[config.mk]
export PLATFORM = sky130hd
export DESIGN_NAME = graph_reachability_store_top_flat
export DESIGN_NICKNAME = d
export VERILOG_FILES = /design/src/design/grs_pkg.sv /design/src/design/grs_if.sv /design/src/design/grs_dp.sv /design/src/design/grs_ctrl.sv /design/src/design/graph_reachability_store_top.sv /design/src/flat_wrapper.sv
export SDC_FILE = /design/constraint.sdc
export NUM_CORES = 2
export LEC_CHECK = 0
export ABC_AREA = 0
export BUFFER_PORTS_ARGS = -buffer_cell sky130_fd_sc_hd__buf_2
export CORE_ASPECT_RATIO = 1.5
export CORE_MARGIN = 3
export CORE_UTILIZATION = 50
export CTS_CLUSTER_DIAMETER = 200
export DETAILED_ROUTE_END_ITERATION = 8
export PLACE_DENSITY_LB_ADDON = 0.15
export RECOVER_POWER = 25
export SLEW_MARGIN = 20
export SYNTH_ARGS = -nofsm -noshare
export SYNTH_HDL_FRONTEND = slang
export SYNTH_SLANG_ARGS = --single-unit
[constraint.sdc]
create_clock -name clk -period 19.7 [get_ports clk]
set_clock_uncertainty 0.2 [all_clocks]
set_input_delay 0.985 -clock clk [delete_from_list [all_inputs] [get_ports clk]]
set_output_delay 0.985 -clock clk [all_outputs]
set_load 0.02 [all_outputs]
[src/design/grs_pkg.sv]
// Shared types, codes and defaults for the graph reachability store.
// No dependencies; every other design file depends on this package.
package grs_pkg;

  localparam int ID_W  = 4;
  localparam int ACT_W = 2;

  localparam int NODE_COUNT_DEF = 16;
  localparam int COUNT_BITS_DEF = 4;

  typedef logic [ACT_W-1:0] act_t;
  typedef logic [ID_W-1:0]  id_t;

  localparam act_t ACT_ADD_EDGE = 2'd0;
  localparam act_t ACT_REM_EDGE = 2'd1;
  localparam act_t ACT_REM_NODE = 2'd2;
  localparam act_t ACT_QUERY    = 2'd3;

  typedef logic [1:0] rd_src_t;

  localparam rd_src_t RD_NODE_A = 2'd0;
  localparam rd_src_t RD_NODE_B = 2'd1;
  localparam rd_src_t RD_CNT    = 2'd2;
  localparam rd_src_t RD_PICK   = 2'd3;

  typedef struct packed {
    logic    load;
    logic    rd_en;
    rd_src_t rd_src;
    logic    wr_en;
    logic    wr_zero;
    logic    col_b;
    logic    dec;
    logic    cnt_clr;
    logic    cnt_inc;
    logic    q_init;
    logic    q_pick;
    logic    q_merge;
    logic    set_reach;
    logic    out_load;
  } cmd_t;

  typedef struct packed {
    act_t act;
    logic ok;
    logic same_ab;
    logic cnt_is_a;
    logic cnt_last;
    logic seen_b;
    logic avail_any;
  } sts_t;

endpackage

[src/design/grs_if.sv]
// Valid/ready channel interfaces for the graph reachability store.
// Depends on grs_pkg for field widths.
interface grs_in_if;
  logic             valid;
  logic             ready;
  grs_pkg::act_t    action;
  grs_pkg::id_t     node_a;
  grs_pkg::id_t     node_b;

  modport source (output valid, output action, output node_a, output node_b, input ready);
  modport sink   (input valid, input action, input node_a, input node_b, output ready);
endinterface

interface grs_out_if;
  logic valid;
  logic ready;
  logic reachable;
  logic count_saturated;

  modport source (output valid, output reachable, output count_saturated, input ready);
  modport sink   (input valid, input reachable, input count_saturated, output ready);
endinterface

[src/design/grs_dp.sv]
// Datapath: item registers, edge-count row memory, node counter,
// reached/visited sets and result registers. Depends on grs_pkg.
module grs_dp #(
  parameter int NODE_COUNT = 16,
  parameter int COUNT_BITS = 4
) (
  input  logic                clk,
  input  logic                rst_n,
  input  grs_pkg::act_t       in_action,
  input  grs_pkg::id_t        in_node_a,
  input  grs_pkg::id_t        in_node_b,
  input  grs_pkg::cmd_t       cmd,
  output grs_pkg::sts_t       sts,
  output logic                out_reachable,
  output logic                out_count_saturated
);
  import grs_pkg::*;

  localparam int IW = $clog2(NODE_COUNT);
  localparam int RW = NODE_COUNT * COUNT_BITS;
  localparam int XW = ID_W + IW;
  localparam logic [COUNT_BITS-1:0] COUNT_MAX = '1;

  act_t                  act_r;
  id_t                   a_r;
  id_t                   b_r;
  logic [RW-1:0]         row_mem_r [NODE_COUNT];
  logic [NODE_COUNT-1:0] row_vld_r;
  logic [RW-1:0]         rd_row_r;
  logic                  rd_vld_r;
  logic [IW-1:0]         rd_idx_r;
  logic [IW-1:0]         cnt_r;
  logic [NODE_COUNT-1:0] seen_r;
  logic [NODE_COUNT-1:0] done_r;
  logic                  reach_r;
  logic                  sat_r;
  logic                  out_reach_r;
  logic                  out_sat_r;

  logic [XW-1:0]         a_x;
  logic [XW-1:0]         b_x;
  logic                  a_ok;
  logic                  b_ok;
  logic [IW-1:0]         a_idx;
  logic [IW-1:0]         b_idx;
  logic [IW-1:0]         rd_idx;
  logic [IW-1:0]         wr_idx;
  logic [IW-1:0]         col_idx;
  logic [IW-1:0]         pick_idx;
  logic [NODE_COUNT-1:0] avail;
  logic [NODE_COUNT-1:0] nz;
  logic [RW-1:0]         eff_row;
  logic [RW-1:0]         mod_row;
  logic [RW-1:0]         wr_data;
  logic [COUNT_BITS-1:0] cur;
  logic [COUNT_BITS-1:0] new_cnt;
  logic                  cur_max;

  assign a_x   = XW'(a_r);
  assign b_x   = XW'(b_r);
  assign a_ok  = a_x < XW'(NODE_COUNT);
  assign b_ok  = b_x < XW'(NODE_COUNT);
  assign a_idx = a_x[IW-1:0];
  assign b_idx = b_x[IW-1:0];

  always_comb begin
    unique case (cmd.rd_src)
      RD_NODE_A: rd_idx = a_idx;
      RD_NODE_B: rd_idx = b_idx;
      RD_CNT:    rd_idx = cnt_r;
      RD_PICK:   rd_idx = pick_idx;
      default:   rd_idx = a_idx;
    endcase
  end

  assign avail = seen_r & ~done_r;

  always_comb begin
    pick_idx = '0;
    for (int i = NODE_COUNT - 1; i >= 0; i--) begin
      if (avail[i]) begin
        pick_idx = IW'(i);
      end
    end
  end

  assign eff_row = rd_vld_r ? rd_row_r : '0;
  assign col_idx = cmd.col_b ? b_idx : a_idx;
  assign cur     = eff_row[col_idx*COUNT_BITS +: COUNT_BITS];
  assign cur_max = (cur == COUNT_MAX);

  always_comb begin
    if (cmd.dec) begin
      new_cnt = (cur != '0) ? cur - COUNT_BITS'(1) : cur;
    end else begin
      new_cnt = cur_max ? cur : cur + COUNT_BITS'(1);
    end
  end

  always_comb begin
    for (int c = 0; c < NODE_COUNT; c++) begin
      mod_row[c*COUNT_BITS +: COUNT_BITS] = (col_idx == IW'(c)) ? new_cnt
                                          : eff_row[c*COUNT_BITS +: COUNT_BITS];
      nz[c] = |eff_row[c*COUNT_BITS +: COUNT_BITS];
    end
  end

  assign wr_data = cmd.wr_zero ? '0 : mod_row;
  assign wr_idx  = cmd.wr_zero ? a_idx : rd_idx_r;

  always_ff @(posedge clk) begin
    if (cmd.wr_en) begin
      row_mem_r[wr_idx] <= wr_data;
    end
    if (cmd.rd_en) begin
      rd_row_r <= row_mem_r[rd_idx];
      rd_vld_r <= row_vld_r[rd_idx];
      rd_idx_r <= rd_idx;
    end
    if (cmd.load) begin
      act_r <= in_action;
      a_r   <= in_node_a;
      b_r   <= in_node_b;
    end
    if (cmd.cnt_clr) begin
      cnt_r <= '0;
    end else if (cmd.cnt_inc) begin
      cnt_r <= cnt_r + IW'(1);
    end
    if (cmd.q_init) begin
      seen_r <= NODE_COUNT'(1) << a_idx;
      done_r <= '0;
    end else begin
      if (cmd.q_pick) begin
        done_r[pick_idx] <= 1'b1;
      end
      if (cmd.q_merge) begin
        seen_r <= seen_r | nz;
      end
    end
    if (cmd.load) begin
      reach_r <= 1'b0;
      sat_r   <= 1'b0;
    end else begin
      if (cmd.set_reach) begin
        reach_r <= 1'b1;
      end
      if (cmd.wr_en && !cmd.wr_zero && !cmd.dec && cur_max) begin
        sat_r <= 1'b1;
      end
    end
    if (cmd.out_load) begin
      out_reach_r <= reach_r;
      out_sat_r   <= sat_r;
    end
  end

  always_ff @(posedge clk) begin
    if (!rst_n) begin
      row_vld_r <= '0;
    end else if (cmd.wr_en) begin
      row_vld_r[wr_idx] <= 1'b1;
    end
  end

  always_comb begin
    sts.act       = act_r;
    sts.ok        = (act_r == ACT_REM_NODE) ? a_ok : (a_ok && b_ok);
    sts.same_ab   = (a_r == b_r);
    sts.cnt_is_a  = (cnt_r == a_idx);
    sts.cnt_last  = (cnt_r == IW'(NODE_COUNT - 1));
    sts.seen_b    = seen_r[b_idx];
    sts.avail_any = |avail;
  end

  assign out_reachable       = out_reach_r;
  assign out_count_saturated = out_sat_r;

endmodule

[src/design/grs_ctrl.sv]
// Controller state machine: sequences row reads and writes for each action
// and owns the channel handshakes. Depends on grs_pkg.
module grs_ctrl (
  input  logic          clk,
  input  logic          rst_n,
  input  logic          in_valid,
  output logic          in_ready,
  output logic          out_valid,
  input  logic          out_ready,
  input  grs_pkg::sts_t sts,
  output grs_pkg::cmd_t cmd
);
  import grs_pkg::*;

  localparam logic [3:0] S_IDLE   = 4'd0;
  localparam logic [3:0] S_DEC    = 4'd1;
  localparam logic [3:0] S_E_RD   = 4'd2;
  localparam logic [3:0] S_E_WR   = 4'd3;
  localparam logic [3:0] S_N_CLR  = 4'd4;
  localparam logic [3:0] S_N_RD   = 4'd5;
  localparam logic [3:0] S_N_WR   = 4'd6;
  localparam logic [3:0] S_Q_INIT = 4'd7;
  localparam logic [3:0] S_Q_PICK = 4'd8;
  localparam logic [3:0] S_Q_MRG  = 4'd9;
  localparam logic [3:0] S_FIN    = 4'd10;

  logic [3:0] state_r;
  logic [3:0] state_nxt;
  logic       phase_r;
  logic       phase_nxt;
  logic       out_valid_r;
  logic       out_valid_nxt;

  always_comb begin
    state_nxt = state_r;
    phase_nxt = phase_r;
    cmd       = '0;
    in_ready  = 1'b0;
    unique case (state_r)
      S_IDLE: begin
        in_ready = 1'b1;
        if (in_valid) begin
          cmd.load  = 1'b1;
          state_nxt = S_DEC;
        end
      end
      S_DEC: begin
        if (!sts.ok) begin
          state_nxt = S_FIN;
        end else begin
          unique case (sts.act)
            ACT_ADD_EDGE, ACT_REM_EDGE: begin
              phase_nxt = 1'b0;
              state_nxt = S_E_RD;
            end
            ACT_REM_NODE: state_nxt = S_N_CLR;
            ACT_QUERY: begin
              if (sts.same_ab) begin
                cmd.set_reach = 1'b1;
                state_nxt     = S_FIN;
              end else begin
                state_nxt = S_Q_INIT;
              end
            end
            default: state_nxt = S_FIN;
          endcase
        end
      end
      S_E_RD: begin
        cmd.rd_en  = 1'b1;
        cmd.rd_src = phase_r ? RD_NODE_B : RD_NODE_A;
        state_nxt  = S_E_WR;
      end
      S_E_WR: begin
        cmd.wr_en = 1'b1;
        cmd.col_b = !phase_r;
        cmd.dec   = (sts.act == ACT_REM_EDGE);
        if (!phase_r) begin
          phase_nxt = 1'b1;
          state_nxt = S_E_RD;
        end else begin
          state_nxt = S_FIN;
        end
      end
      S_N_CLR: begin
        cmd.wr_en   = 1'b1;
        cmd.wr_zero = 1'b1;
        cmd.cnt_clr = 1'b1;
        state_nxt   = S_N_RD;
      end
      S_N_RD: begin
        if (sts.cnt_is_a) begin
          cmd.cnt_inc = 1'b1;
          if (sts.cnt_last) begin
            state_nxt = S_FIN;
          end
        end else begin
          cmd.rd_en  = 1'b1;
          cmd.rd_src = RD_CNT;
          state_nxt  = S_N_WR;
        end
      end
      S_N_WR: begin
        cmd.wr_en   = 1'b1;
        cmd.dec     = 1'b1;
        cmd.cnt_inc = 1'b1;
        state_nxt   = sts.cnt_last ? S_FIN : S_N_RD;
      end
      S_Q_INIT: begin
        cmd.q_init = 1'b1;
        state_nxt  = S_Q_PICK;
      end
      S_Q_PICK: begin
        if (sts.seen_b) begin
          cmd.set_reach = 1'b1;
          state_nxt     = S_FIN;
        end else if (!sts.avail_any) begin
          state_nxt = S_FIN;
        end else begin
          cmd.rd_en  = 1'b1;
          cmd.rd_src = RD_PICK;
          cmd.q_pick = 1'b1;
          state_nxt  = S_Q_MRG;
        end
      end
      S_Q_MRG: begin
        cmd.q_merge = 1'b1;
        state_nxt   = S_Q_PICK;
      end
      S_FIN: begin
        if (!out_valid_r || out_ready) begin
          cmd.out_load = 1'b1;
          state_nxt    = S_IDLE;
        end
      end
      default: state_nxt = S_IDLE;
    endcase
  end

  assign out_valid_nxt = cmd.out_load || (out_valid_r && !out_ready);

  always_ff @(posedge clk) begin
    if (!rst_n) begin
      state_r     <= S_IDLE;
      phase_r     <= 1'b0;
      out_valid_r <= 1'b0;
    end else begin
      state_r     <= state_nxt;
      phase_r     <= phase_nxt;
      out_valid_r <= out_valid_nxt;
    end
  end

  assign out_valid = out_valid_r;

endmodule

[src/design/graph_reachability_store_top.sv]
// Add/remove edge updates the row of node_a, then the row of node_b; remove node
// clears the row of node_a, then decrements column node_a of every other row; a path
// query does one row read and merge per node visited, and start equal to target is
// reachable without a search. One transaction is handled at a time: the next is
// taken while the result waits, and a stalled result holds the following one in S_FIN.
// Reset is synchronous: per-row valid bits clear, so the store reads empty at once.
module graph_reachability_store_top #(
  parameter int NODE_COUNT = grs_pkg::NODE_COUNT_DEF,
  parameter int COUNT_BITS = grs_pkg::COUNT_BITS_DEF
) (
  input  logic   clk,
  input  logic   rst_n,
  grs_in_if.sink   in_ch,
  grs_out_if.source out_ch
);
  import grs_pkg::*;

  cmd_t cmd;
  sts_t sts;

  grs_ctrl u_ctrl (
    .clk       (clk),
    .rst_n     (rst_n),
    .in_valid  (in_ch.valid),
    .in_ready  (in_ch.ready),
    .out_valid (out_ch.valid),
    .out_ready (out_ch.ready),
    .sts       (sts),
    .cmd       (cmd)
  );

  grs_dp #(
    .NODE_COUNT (NODE_COUNT),
    .COUNT_BITS (COUNT_BITS)
  ) u_dp (
    .clk                 (clk),
    .rst_n               (rst_n),
    .in_action           (in_ch.action),
    .in_node_a           (in_ch.node_a),
    .in_node_b           (in_ch.node_b),
    .cmd                 (cmd),
    .sts                 (sts),
    .out_reachable       (out_ch.reachable),
    .out_count_saturated (out_ch.count_saturated)
  );

endmodule
[src/flat_wrapper.sv]
// flat-port wrapper written by rule: the top's interface ports become plain ports
module graph_reachability_store_top_flat import grs_pkg::*;
#(
  parameter int NODE_COUNT = grs_pkg::NODE_COUNT_DEF,
  parameter int COUNT_BITS = grs_pkg::COUNT_BITS_DEF
)
  (clk, rst_n, in_ch_valid, in_ch_action, in_ch_node_a, in_ch_node_b, in_ch_ready, out_ch_valid, out_ch_reachable, out_ch_count_saturated, out_ch_ready);
  grs_in_if in_ch_i ();
  grs_out_if out_ch_i ();
  input  logic clk;
  input  logic rst_n;
  input wire logic [$bits(in_ch_i.valid)-1:0] in_ch_valid;
  input wire logic [$bits(in_ch_i.action)-1:0] in_ch_action;
  input wire logic [$bits(in_ch_i.node_a)-1:0] in_ch_node_a;
  input wire logic [$bits(in_ch_i.node_b)-1:0] in_ch_node_b;
  output wire logic [$bits(in_ch_i.ready)-1:0] in_ch_ready;
  output wire logic [$bits(out_ch_i.valid)-1:0] out_ch_valid;
  output wire logic [$bits(out_ch_i.reachable)-1:0] out_ch_reachable;
  output wire logic [$bits(out_ch_i.count_saturated)-1:0] out_ch_count_saturated;
  input wire logic [$bits(out_ch_i.ready)-1:0] out_ch_ready;
  assign in_ch_i.valid = in_ch_valid;
  assign in_ch_i.action = in_ch_action;
  assign in_ch_i.node_a = in_ch_node_a;
  assign in_ch_i.node_b = in_ch_node_b;
  assign in_ch_ready = in_ch_i.ready;
  assign out_ch_valid = out_ch_i.valid;
  assign out_ch_reachable = out_ch_i.reachable;
  assign out_ch_count_saturated = out_ch_i.count_saturated;
  assign out_ch_i.ready = out_ch_ready;
  graph_reachability_store_top #(.NODE_COUNT(NODE_COUNT), .COUNT_BITS(COUNT_BITS)) u_core (.clk(clk), .rst_n(rst_n), .in_ch(in_ch_i), .out_ch(out_ch_i));
endmodule
# After elaboration in Yosys (flattened, before gate mapping)
# Memory sizes are Yosys's and may differ from the RTL's. A register that Yosys moved wholly into a read port is not among the register bits.
# Index checks and enable logic that the tools add are counted.
# totals
memories	1
output_inout_bits	4
ramBits	1024
reg_bits	77
inputBits	14
wordCells	212
# classes
mux	94
n_reduce_logical	43
n_eq_ne	40
add_sub_neg	3
n_shift	2
order_cmp	8
bitwise_logic	5
# memory_table
memory	depth	word_bits	read_ports	rd_clocked_by_memory_dff	write_ports	line	rtl
u_core.u_dp.row_mem_r	16	64	1	1	1	grs_dp.sv:27	logic [RW-1:0] row_mem_r [NODE_COUNT];
# op_table
op	count
$mux 4	46
$mux 64	2
$reduce_or 4->1	16
$shiftx 64x7->4	1
$eq 4x4->1 const B	13
$or 16x16->16	3
$pmux 4 s10	1
$eq 4x3->1 const B	8
$mux 16	2
$lt 4x5->1 const B	6
$mux 1	28
$and 16x16->16	1
$eq 4x2->1 const B	4
$not 16->16	1
$pmux 4 s4	1
$reduce_or 16->1	1
$shl 1x4->16 const A	1
$pmux 4 s3	1
$mux 3	3
$pmux 3 s3	1
$add 4x1->4 const B	2
$bmux 1 s4	2
$demux 1 s4	2
$eq 2x2->1 const B	4
20 further kinds	45

# Longest topological paths before layout
# logic_depth
word_depth	23
mapped_depth	19
depth_no_buf	15

# Modules after synthesis
# A second synthesis with hierarchy kept.
# hier_totals
hier_cells	3243
area_unflattened_um2	48995.7
# by_module_without_submodules
module	seq_area_each_um2	n_inst	area_per_inst_um2	cells_per_inst
grs_dp	34423.0	1	48306.3	3146
grs_ctrl	120.1	1	689.4	97

# Worst setup path after synthesis
# OpenSTA, ideal clock, no wires.
# synth_path
path_kind	register -> register
from	reg u_core.u_ctrl.state_r[0]
to	mem u_core.u_dp.row_mem_r[15][0] (netlist name) (enable)
t_arrival_ns	7.562
stages_incl_launch_ff	7
n_path_buf	3
setup_ns	0.647
period_less_slack_ns	8.409
slack_ns	11.291
t_required_ns	18.853
cell_sequence	dfxtp_1 > clkbuf_1 > or3_1 > clkbuf_1 > clkbuf_1 > a31oi_1 > nor4_1
# synth_via
elab_chain_cells	5
word_cells_on_any_way	9
cone_classes	3 x eq/ne; 5 x mux; 1 x reduce/logical
# synth_lines
item	line	rtl
start, declared	grs_ctrl.sv:27	logic [3:0] state_r;
start signal, assigned	grs_ctrl.sv:148	state_r <= state_nxt;
$eq 4x3->1 / $eq 4x2->1 (equally long branches)	grs_ctrl.sv:39	unique case (state_r)
$reduce_or 3->1 (no source line)	--	
$mux 1	grs_ctrl.sv:39	
$mux 1	grs_dp.sv:112	if (cmd.wr_en) begin
$mux 1 (implied by the code)	grs_dp.sv:113	row_mem_r[wr_idx] <= wr_data;
end, declared	grs_dp.sv:27	
# Parallel ways exist; a longest one is shown, timed or not.

# Worst setup path in the final report
# layout_path
from	reg u_core.u_dp.b_r[0] (netlist: u_core.u_dp.b_idx[0])
to	reg u_core.u_dp.rd_row_r[5] (read register of u_core.u_dp.row_mem_r), data pin
# layout_via
elab_chain_cells	6
word_cells_on_any_way	9
cone_classes	3 x eq/ne; 5 x mux; 1 x reduce/logical
# layout_lines
item	line	rtl
start, declared	grs_dp.sv:26	id_t b_r;
start signal, assigned	grs_dp.sv:123	b_r <= in_node_b;
$bmux 1 s4	grs_dp.sv:172	sts.seen_b = seen_r[b_idx];
$mux 1 (implied by the code)	grs_dp.sv:172	
$mux 3	grs_ctrl.sv:114	if (sts.seen_b) begin
$pmux 3 s3	grs_ctrl.sv:39	
$eq 2x2->1, or another cell as far along	grs_dp.sv:67	unique case (cmd.rd_src)
$pmux 4 s4	grs_dp.sv:67	
end, declared	grs_dp.sv:29	logic [RW-1:0] rd_row_r;
# Parallel ways exist; a longest one is shown, timed or not. The select of a mux whose other input is x is not followed.
# A chain may end at the register's enable or synchronous reset.

==> metrics.md <==
| Metric | Value |
|---|---|
| CTS tree | `built` |
| Async set-reset flop share out of synthesis | `0` |
| Antenna viol nets, final | `0` |
| Worst path max stage delay | `2.89 ns` |
| Data arrival, critical path | `8.56 ns` |
| Nature of the critical path startpoint | `flip-flop` |
| HPWL after DPL | `71300 µm` |
| Design Area, Final | `51800 µm²` |
| Yosys top cell area share | `0.719` |
| Final setup violation count | `0` |
| Total Die Area | `97400 µm²` |
| Synth Area per Inst | `18.6 µm²` |
| Seq cells post-synth | `1165` |
| GP Congestion | `0.943` |
| Number of setup buffers added after CTS | `0` |
| PD cells | `105 nW/µm²` |
| Clk_lat worst skew | `0.71 ns` |
| Maximum clock rate | `120 MHz` |
| Slowest-stage cell, CP | `clkbuf_1` |
| Outcome | `complete, but fails checks` |
| Layout cells sized above 1 | `0.206` |
| Area growth from synthesis to layout | `10.6%` |
| Hold_buf cts | `0` |
| Initial Util | `0.508` |
| WL/cell | `31.9 µm` |
| Row count | `136` |
| Largest cells by area after synthesis | `edfxtp_1, mux4_2, a22oi_1` |
| Worst-Margin Slew | `4.10 ns` |
| I/O pin total | `18` |
| Max Cap Violations | `28` |
| Crit path buffers/inverters | `3` |
| Gr ovfl total | `0` |
| Multi-input logic area | `11700 µm²` |
| Synth Instances | `2523` |
| Vias in the first global route | `26000` |
| Delay-heaviest family, CP | `buffers and inverters` |
| CTS clk-pin slew, worst paths | `0.07 ns` |
| TritonCTS buffer count | `103` |
| DIE WIDTH | `256 µm` |
| Post-Place Cell Area | `48500 µm²` |
| Core box area | `92200 µm²` |
| Ys flop type | `edfxtp_1` |
| Synth Warn # | `0` |
| Sequential share of the synthesized area | `0.738` |
| Final Power | `5.43 mW` |
| Failing checks | `capacitance limit, slew limit` |
| Post-layout minimum cycle time | `8.35 ns` |
| Critical Path RT | `19.90 ns` |
| Period utilization | `0.424` |
| RSZ-0062 raised after global routing | `false` |
| Cell area after synthesis | `46800 µm²` |
| Sink Count | `1165` |
| Via count | `25200` |
| Crit-path cells | `mux4_2 -> mux4_2 -> or2_0 -> nand2b_1 -> mux2i_4 -> clkbuf_1 -> buf_16 -> buf_6 -> mux4_2 -> a22oi_1 -> nand2_1` |
| Final hold vios | `0` |
| CP dominant cell by count | `mux4_2` |
| Setup TNS Final | `0 ns` |
| EDFF count, synth | `1121` |
| Slew margin rel. | `-1.73` |
| Yosys cell types | `74` |
| Layout Utilization | `0.561` |
| Post-synth top area cell | `edfxtp_1` |
| VDD IR max | `0.0783 mV` |
| Longest Clk Path Bufs | `3` |
| Clk root buf | `clkbuf_16` |
| I/O Buffers | `17` |
| WS Path Type | `reg2reg` |
| Pleak | `16.3 nW` |
| Syn_nets | `2540` |
| Pin count of the biggest net entering global routing | `118` |
| Via/cell ratio | `6.46` |
| CP endpoint kind | `flip-flop` |
| Number of remaining DRC errors | `0` |
| Ant diodes | `0` |
| Initial antenna violation count | `0` |
| Critical path peak fanout | `72` |
| Nets | `2597` |
| Chip height | `381 µm` |
| Initial drt markers | `2870` |
| CTS resizes | `0` |
| HP Class | `reg2reg` |
| GR Util All Layers | `0.258` |
| Global-route wire length before repair | `182000 µm` |
| Max-slew violations | `906` |
| H-tree levels | `3` |
| Commonest non-fill, non-tap cell in the layout | `edfxtp_1` |
| Fillers | `7160` |
| Drt pass-1 iters | `6` |
| Most frequent cells in the layout | `edfxtp_1, mux4_2, nand2_1, a22oi_1, clkbuf_16` |
| FF/Latch Area | `34500 µm²` |
| WL final | `125000 µm` |
power breakdown:
part	internal, mW	leakage, nW	total [mW]	switching (mW)
registers	2.82	10.6	2.86	0.0416
logic	0.220	4.09	0.623	0.403
clock network	1.08	1.60	1.95	0.874
total	4.12	16.3	5.43	1.32
Yosys cell counts, types with 4 or more instances:
library cell	n
edfxtp_1	1121
mux4_2	265
nand2_1	144
a22oi_1	131
nor2_1	103
a21oi_1	88
nand3_1	66
clkbuf_1	61
dfxtp_1	44
o21ai_0	39
buf_2	36
buf_4	36
nor2b_1	36
o22ai_1	28
a211oi_1	24
o21a_1	21
or4_1	21
nor3_1	19
inv_1	18
buf_1	17
nand2b_1	16
mux2i_1	13
nand4_1	13
nor4_1	12
a31oi_1	10
o31ai_1	9
and2_1	8
mux2_2	8
o21bai_1	7
o221ai_1	7
or2_2	7
xor2_1	7
o211ai_1	6
xnor2_1	6
o31a_1	5
a2111oi_0	4
a21o_1	4
and3_1	4
o22a_1	4
path summary, 6_finish.rpt:
| path | startpoint | cells after the start | endpoint | slack [ns] |
|---|---|---|---|---|
| worst min register to register | u_core.u_dp.reach_r | 0 | u_core.u_dp.out_reachable | 0.26 |
| worst max-delay path | u_core.u_dp.b_idx[0] | 11 | u_core.u_dp.rd_row_r[5] | 11.35 |
| worst max register to register | u_core.u_dp.b_idx[0] | 11 | u_core.u_dp.rd_row_r[5] | 11.35 |
| worst min-delay path | u_core.u_dp.reach_r | 0 | u_core.u_dp.out_reachable | 0.26 |
worst reg2reg max path, cell delays in order (launching register included):
cell	delay [ns]
edfxtp_1	0.87
mux4_2	0.61
mux4_2	0.48
or2_0	0.28
nand2b_1	0.29
mux2i_4	0.20
clkbuf_1	2.89
buf_16	0.45
buf_6	0.72
mux4_2	0.67
a22oi_1	0.22
nand2_1	0.20
registers in the layout, summed over array words and instances (netlist names), 2 cells and up:
register / flops
u_core.u_dp.b_idx: 4
u_core.u_dp.rd_idx_r: 4
u_core.u_ctrl.state_r: 4
u_core.u_dp.cnt_r: 4
u_core.u_dp.seen_r: 16
u_core.u_dp.rd_row_r: 64
u_core.u_dp.done_r: 16
u_core.u_dp.act_r: 2
u_core.u_dp.row_mem_r: 1024
u_core.u_dp.row_vld_r: 16
u_core.u_dp.a_idx: 4
layer usage:
metal / vias up / wire length [µm] / GRT usage
met2: 1052 / 65300 / 0.450
met3: 282 / 7270 / 0.0299
met1: 13400 / 46800 / 0.328
met5: - / 0 / 0
met4: 0 / 5310 / 0.112
li1: 10500 / - / -
stage by stage:
stage | hold WS (ns) | cells | worst slack (ns)
after CTS | 0.219 | 3905 | 12.92
after global routing | 0.243 | 3910 | 10.46
after floorplan | 0.209 | 2523 | 11.29
after global placement | 0.243 | 3711 | 13.04
after detailed placement | 0.251 | 3712 | 12.95
final | 0.263 | 3910 | 11.35
final cells by class:
cell class / count / area share
clock buffers: 138 / 0.0550
clock inverters: 55 / 0.00781
inverters: 20 / 0.00145
multi-input cells: 1186 / 0.226
flip-flops and latches: 1165 / 0.667
well taps: 1242 / 0.0300
repair buffers: 104 / 0.0128
cell families after synthesis:
kind of cell	after synthesis	share of synthesized area
flops	1165	0.738
simple gates	469	0.0489
compound gates	414	0.0598
mux	287	0.132
buf+inv	172	0.0180
xor+xnor	13	0.00243
fa+ha+maj	3	0.000802
No activity file was read; power rests on OpenSTA's default activity.
